File: config.mk
export PLATFORM = sky130hd
export DESIGN_NAME = nntb_ctrl
export DESIGN_NICKNAME = d
export VERILOG_FILES = /design/src/rtl/nntb_pkg.sv /design/src/rtl/nntb_ctrl.sv
export SDC_FILE = /design/constraint.sdc
export NUM_CORES = 1
export LEC_CHECK = 0
export ABC_CLOCK_PERIOD_IN_PS = 1550
export BUFFER_PORTS_ARGS = -buffer_cell sky130_fd_sc_hd__buf_4
export CORE_AREA = 2 2 39 41
export DETAILED_ROUTE_END_ITERATION = 7
export DIE_AREA = 0 0 41 43
export PLACE_DENSITY_LB_ADDON = 0.1
export SLEW_MARGIN = 20
export SYNTH_ARGS = -nofsm -noshare
export SYNTH_HDL_FRONTEND = slang
export SYNTH_SLANG_ARGS = --single-unit
File: constraint.sdc
create_clock -name clock -period 1.55 [get_ports clock]
set_input_delay 0.31 -clock clock [delete_from_list [all_inputs] [get_ports clock]]
set_output_delay 0.31 -clock clock [all_outputs]
set_load 0.01 [all_outputs]
File: src/rtl/nntb_pkg.sv
package nntb_pkg;

   // Sizes of the distance matrix and its entries.
   localparam int MAX_TOWNS   = 64;
   localparam int DIST_BITS   = 32;
   localparam int TOWN_BITS   = $clog2(MAX_TOWNS);
   localparam int ADDR_BITS   = 2 * TOWN_BITS;
   localparam int STORE_DEPTH = MAX_TOWNS * MAX_TOWNS;
   localparam int CFG_BITS    = 7;

   // Request kinds.
   localparam logic REQ_LOAD  = 1'b0;
   localparam logic REQ_START = 1'b1;

   typedef struct packed {
      logic                 req_type;
      logic [TOWN_BITS-1:0] from_town;
      logic [TOWN_BITS-1:0] to_town;
      logic [DIST_BITS-1:0] distance_value;
      logic [TOWN_BITS-1:0] start_town;
   } nntb_req_type;

   typedef struct packed {
      logic [TOWN_BITS-1:0] tour_town;
      logic [TOWN_BITS-1:0] tour_position;
      logic                 last_of_tour;
   } nntb_rsp_type;

   // Commands from the controller to the datapath.
   typedef struct packed {
      logic load_wr;
      logic tour_init;
      logic scan_run;
      logic commit;
   } nntb_cmd_type;

   // Status from the datapath to the controller.
   typedef struct packed {
      logic start_ok;
      logic single_town;
      logic scan_last;
      logic last_commit;
   } nntb_status_type;

endpackage

File: src/rtl/nntb_ctrl.sv
module nntb_ctrl (
   input  logic                      clock,
   input  logic                      reset,
   input  logic                      start,
   input  logic                      req_kind,
   input  nntb_pkg::nntb_status_type status,
   output nntb_pkg::nntb_cmd_type    cmd,
   output logic                      busy
);
   import nntb_pkg::*;

   localparam logic [1:0] ST_IDLE   = 2'd0;
   localparam logic [1:0] ST_SCAN   = 2'd1;
   localparam logic [1:0] ST_DRAIN  = 2'd2;
   localparam logic [1:0] ST_COMMIT = 2'd3;

   logic [1:0] state_ff, state_in;
   logic       accept;

   assign accept = start && (state_ff == ST_IDLE);
   assign busy   = (state_ff != ST_IDLE);

   // Sequencing: one scan of the row per tour position, then a drain state
   // for the last read and a commit state that places the town.
   always_comb begin
      state_in      = state_ff;
      cmd.load_wr   = 1'b0;
      cmd.tour_init = 1'b0;
      cmd.scan_run  = 1'b0;
      cmd.commit    = 1'b0;
      case (state_ff)
         ST_IDLE: begin
            if (accept && (req_kind == REQ_LOAD)) begin
               cmd.load_wr = 1'b1;
            end else if (accept && (req_kind == REQ_START) && status.start_ok) begin
               cmd.tour_init = 1'b1;
               if (!status.single_town) begin
                  state_in = ST_SCAN;
               end
            end
         end
         ST_SCAN: begin
            cmd.scan_run = 1'b1;
            if (status.scan_last) begin
               state_in = ST_DRAIN;
            end
         end
         ST_DRAIN: begin
            state_in = ST_COMMIT;
         end
         ST_COMMIT: begin
            cmd.commit = 1'b1;
            state_in   = status.last_commit ? ST_IDLE : ST_SCAN;
         end
         default: begin
            state_in = ST_IDLE;
         end
      endcase
   end

   always_ff @(posedge clock) begin
      if (reset) begin
         state_ff <= ST_IDLE;
      end else begin
         state_ff <= state_in;
      end
   end

endmodule

==> results of run 1 <==
-- report_power, final --
group          leakage [nW]  total (mW)  switching [mW]  internal [mW]
logic                 0.140      0.0478          0.0201         0.0277
registers            0.0166      0.0552         0.00177         0.0535
clock network        0.0138       0.116          0.0301         0.0855
total                 0.170       0.219          0.0520          0.167
-- critical path, cell delays in order (launching register included) --
cell     delay [ns]
dfxtp_1        0.38
inv_1          0.11
ha_4           0.18
nand2_1        0.08
nor2_1         0.05
buf_4          0.13
-- cell families (layout without fill, tap and decap cells) --
group | Yosys count | in the layout
compound gates | 5 | 5
fa+ha+maj | 3 | 3
buf+inv | 4 | 19
flops | 2 | 2
simple gates | 11 | 11
-- through the flow --
| step | setup slack [ns] | instance area [sq um] | hold WS, ns | util | total power [mW] |
|---|---|---|---|---|---|
| 3_5_place_dp | 0.265 | 312 | 0.548 | 0.225 | 0.101 |
| 3_3_place_gp | 0.279 | 312 | 0.545 | 0.225 | 0.100 |
| 5_1_grt | 0.0312 | 348 | 0.354 | 0.251 | 0.240 |
| 4_1_cts | 0.0265 | 334 | 0.360 | 0.241 | 0.220 |
| 2_1_floorplan | 0.357 | 201 | 0.445 | - | 0.0747 |
| 6_report | 0.0902 | 348 | 0.358 | 0.251 | 0.219 |
-- path summary, 6_finish.rpt --
kind / end / slack, ns / start / depth (start not counted)
max: cmd[2] / 0.09 / state_ff[1] / 5
min: state_ff[1] / 0.36 / reset / 2
max reg2reg: state_ff[1] / 0.26 / state_ff[1] / 5
min reg2reg: state_ff[1] / 0.55 / state_ff[1] / 2
-- per-layer routing --
metal	wire length, microns	share of wire
met5	0	0
met3	57	0.10
met1	236	0.43
met2	251	0.46
met4	0	0
-- final cells by class --
| cell class | instances | area share |
|---|---|---|
| flip-flops and latches | 2 | 0.119 |
| clock buffers | 3 | 0.0647 |
| inverters | 4 | 0.0432 |
| repair buffers | 12 | 0.259 |
| well taps | 16 | 0.0576 |
| multi-input cells | 19 | 0.457 |
-- layout by cell type, fill, tap and decap left out, types with 2 or more instances in the layout --
master / Yosys / final
buf_4: 0 / 12
clkbuf_4: 0 / 3
nand2_1: 3 / 3
nor2_1: 2 / 2
ha_1: 3 / 2
inv_1: 4 / 4
==> metrics.md, run 1 <==
| Metric | Value |
|---|---|
| Largest family of logic cells by synthesized area | `simple AND/OR/NAND/NOR gates` |
| Placed cells | `53` |
| M2 GR Usage | `0.0938` |
| Core ar. | `1380 sq um` |
| Yosys warns | `0` |
| Area grow syn2layout | `72.7%` |
| Most Crowded Layer GR | `met2` |
| Hpwl dp | `440 microns` |
| Rel. slew slack | `0.823` |
| First-pass GRT wire length | `738 microns` |
| Met3 Use GR | `0.0314` |
| Post-synthesis compound-gate area fraction | `0.193` |
| Final setup skew | `0.00546 ns` |
| Simple-Gate Fraction of Synth Area | `0.348` |
| PwrDens | `628 nW/um^2` |
| Part of the Yosys area used for sequential elements | `0.199` |
| CTS tree | `built` |
| Part of the cycle the worst path needs | `0.942` |
| Io pins | `13` |
| Met1 GRT Util | `0.0767` |
| Antenna viol nets, final | `0` |
| Gr usage total | `0.0661` |
| Worst-path clk slew | `0.03 ns` |
| Storage cell area | `41.3 sq um` |
| Syn nets | `36` |
| Sink Count | `2` |
| Max Slew Vio Count | `0` |
| GPL Wtd Cong | `0.642` |
| CTS Buf Count | `3` |
| Leakage | `0.170 nW` |
| Synth area leader | `dfxtp_1` |
| CTS root buf | `clkbuf_4` |
| Cts repair resizes | `0` |
| RSZ-0062 raised after global routing | `false` |
| PortBufs | `12` |
| Postcts setup bufs | `0` |
| Post-Synth XOR/XNOR Area | `0` |
| Min Tclk post-route | `1.46 ns` |
| Min-Delay Path Class | `in2reg` |
| Gr ovfl total | `0` |
| CTS H-tree lvls | `1` |
| Layout cells sized above 1 | `0.450` |
| Largest registers | `state_ff x2` |
| WL per Instance | `9.73 microns` |
| Peak supply drop | `0.000245 V` |
| Distinct cell type count after synthesis | `16` |
| CTS max path bufs | `2` |
| FILL cells | `155` |
| Crit path DAT | `1.15 ns` |
| Syn Area/Cell | `8.06 sq um` |
| Final Non-Filler Cells | `56` |
| Final setup fails | `0` |
| Initial antenna violation count | `0` |
| Initial Util | `0.146` |
| Data required, critical path | `1.24 ns` |
| Routed via count | `254` |
| CTS Hold Bufs | `0` |
| Post-synth ARST share | `0` |
| Most frequent cells after synthesis | `inv_1 (4), ha_1 (3), nand2_1 (3)` |
| Drc violations | `0` |
| Vias in the first global route | `191` |
| Status | `finished clean` |
| Multi-input logic area | `159 sq um` |
| MaxCap Viol Count | `0` |
| Adder-cell share of the synthesized area | `0.186` |
| Mux cell area share after synthesis | `0` |
| Fmax | `0.685 GHz` |
| Die X | `41 microns` |
| Main synth FF type | `dfxtp_1` |
| Number of synthesized flops with an enable pin | `0` |
| Synth top area share | `0.199` |
| DRT iter0 DRCs | `8` |
| Clock Latency Late Sink | `0.23 ns` |
| Die Span Y | `43 microns` |
| Synth Register Bits | `2` |
| Worst-path maximum fanout | `5` |
| Via density | `4.54` |
| Critical path endpoint category | `output port` |
| TritonRoute pass-1 iters | `4` |
| # diodes | `0` |
| Maximum number of pins on one net before global-route repair | `6` |
| Final wirelength | `545 microns` |
| Synth area leaders | `dfxtp_1 (20%), ha_1 (19%), inv_1 (7.5%)` |
| # nets final | `53` |
| Final Hold Viols | `0` |
| Post-Syn Area | `201 sq um` |
| # rows | `14` |
| Setup CP Type | `reg2out` |
| Sum of negative setup slack | `0 ns` |
| Die area | `1760 sq um` |
| Startpoint Class | `register` |
| Top-count cell post-synth | `inv_1` |
| Measured slew at the worst slew-check pin | `0.262 ns` |
| Cells after Synth | `25` |
| Max reg flops | `2` |
| Most flops, register | `state_ff` |
No activity file was read; power rests on OpenSTA's default activity.
==> run 2: changes to the inputs <==
--- a/config.mk
+++ b/config.mk
@@ -7,6 +7,8 @@
 export LEC_CHECK = 0
 export ABC_CLOCK_PERIOD_IN_PS = 1550
 export BUFFER_PORTS_ARGS = -buffer_cell sky130_fd_sc_hd__buf_4
+export CELL_PAD_IN_SITES_DETAIL_PLACEMENT = 0
+export CELL_PAD_IN_SITES_GLOBAL_PLACEMENT = 1
 export CORE_AREA = 2 2 39 41
 export DETAILED_ROUTE_END_ITERATION = 7
 export DIE_AREA = 0 0 41 43
==> run 2 against run 1 <==
Against the previous run: clock skew decreased by 0.0034 ns; sequential share of layout area did not move; wire length down 5.7%; critical path depth is the same; die area unchanged; sequential power about the same; core utilization is the same; highest routed layer unchanged; maximum frequency increased by 3.1%; critical path type unchanged; largest power group unchanged.
==> metrics.md, run 2 (synthesized netlist as in run 1, its figures left out) <==
| Metric | Value |
|---|---|
| Status | `finished clean` |
| Die area | `1760 sq um` |
| First-pass GRT wire length | `745 microns` |
| Max Slew Vio Count | `0` |
| Fmax | `0.706 GHz` |
| Final setup skew | `0.00209 ns` |
| Data required, critical path | `1.24 ns` |
| RR Endpoint | `state_ff[1]` |
| Initial antenna violation count | `0` |
| Final wirelength | `514 microns` |
| Initial Util | `0.146` |
| Die Span Y | `43 microns` |
| Measured slew at the worst slew-check pin | `0.320 ns` |
| CTS tree | `built` |
| Startpoint Class | `register` |
| CTS max path bufs | `2` |
| # nets final | `53` |
| Most frequent cells in the layout | `buf_4 (12), inv_1 (4), nand2_1 (3), clkbuf_4 (3)` |
| CTS Hold Bufs | `0` |
| DRT iter0 DRCs | `3` |
| Reg2reg start | `state_ff[1]` |
| Max reg flops | `2` |
| Leakage | `0.170 nW` |
| Min-Delay Path Class | `in2reg` |
| PwrDens | `610 nW/um^2` |
| Core ar. | `1380 sq um` |
| PortBufs | `12` |
| Io pins | `13` |
| Layout cells sized above 1 | `0.450` |
| Gr usage total | `0.0681` |
| MaxCap Viol Count | `0` |
| CTS H-tree lvls | `1` |
| Critical path endpoint category | `output port` |
| Gr ovfl total | `0` |
| Flop2flop setup slack | `0.28 ns` |
| Maximum number of pins on one net before global-route repair | `6` |
| Antenna viol nets, final | `0` |
| # diodes | `0` |
| Via density | `4.25` |
| Hold WS | `0.353 ns` |
| Crit path DAT | `1.11 ns` |
| WL per Instance | `9.18 microns` |
| Drc violations | `0` |
| TritonRoute pass-1 iters | `4` |
| Sink Count | `2` |
| Postcts setup bufs | `0` |
| Die X | `41 microns` |
| Final setup fails | `0` |
| Critical path destination | `cmd[2]` |
| Most common cell after layout, fill and taps aside | `buf_4` |
| Area grow syn2layout | `72.7%` |
| Rel. slew slack | `0.784` |
| Part of the cycle the worst path needs | `0.913` |
| # rows | `14` |
| Sum of negative setup slack | `0 ns` |
| GPL Wtd Cong | `0.633` |
| Worst-path clk slew | `0.03 ns` |
| Min Tclk post-route | `1.42 ns` |
| Routed via count | `238` |
| CTS Buf Count | `3` |
| Vias in the first global route | `205` |
| Hpwl dp | `427 microns` |
| Crit path launch | `state_ff[1]` |
| Final Hold Viols | `0` |
| CTS root buf | `clkbuf_4` |
| Setup CP Type | `reg2out` |
| Worst-path maximum fanout | `5` |
| Most flops, register | `state_ff` |
| Peak supply drop | `0.000156 V` |
| FILL cells | `152` |
| RSZ-0062 raised after global routing | `false` |
| Largest registers | `state_ff x2` |
| R2R cell count | `5` |
| Clock Latency Late Sink | `0.22 ns` |
[run 2: cell counts in the layout (fill, tap and decap cells not counted)]
No cell type changed its count.
[run 2: routing by layer]
metal  up-vias  share of wire  GRT usage
met5         -              0          0
met4         0              0     0.0600
met3         0           0.13     0.0524
met2        14           0.46     0.0813
met1       103           0.41     0.0732
li1        121              -          -
[run 2: worst max-delay path: stages, from the launching register on]
cell	delay, ns
dfxtp_1	0.36
inv_1	0.10
ha_4	0.18
nand2_1	0.07
nor2_1	0.05
buf_4	0.13
[run 2: how the worst min path moves through the flow]
stage,from,to,slack (ns),depth (start not counted)
floorplan,reset,state_ff[1],0.44,1
global placement,state_ff[1],state_ff[1],0.55,2
detailed placement,state_ff[1],state_ff[1],0.53,2
CTS,reset,state_ff[1],0.35,2
global route,reset,state_ff[1],0.36,2
finish,reset,state_ff[1],0.35,2
[run 2: where the power goes]
part | internal [mW] | leakage [nW] | switching, mW | total [mW]
clock network | 0.0850 | 0.0138 | 0.0250 | 0.110
logic | 0.0275 | 0.140 | 0.0197 | 0.0472
registers | 0.0535 | 0.0166 | 0.00161 | 0.0551
[run 2: what timing repair did]
| item | CTS | global route |
|---|---|---|
| hold endpoints to repair | 0 | 0 |
| setup endpoints to repair | 0 | 3 |
| resized for setup | 0 | 3 |
[run 2: through the flow]
step	worst slack [ns]	area, sq um	util	power, mW	std cells
6_report	0.134	348	0.251	0.212	56
5_1_grt	0.0395	348	0.251	0.231	56
4_1_cts	0.0397	334	0.241	0.214	56
3_5_place_dp	0.269	312	0.225	0.101	53
3_3_place_gp	0.258	312	0.225	0.102	53
2_1_floorplan	0.357	201	-	0.0747	25
[run 2: cell type report]
class | count | area (sq um) | area share
clock buffer | 3 | 22.5 | 0.0647
timing repair buffer | 12 | 90.1 | 0.259
sequential | 2 | 41.3 | 0.119
tap | 16 | 20.0 | 0.0576
inverter | 4 | 15.0 | 0.0432
multi-input combinational | 19 | 159 | 0.457
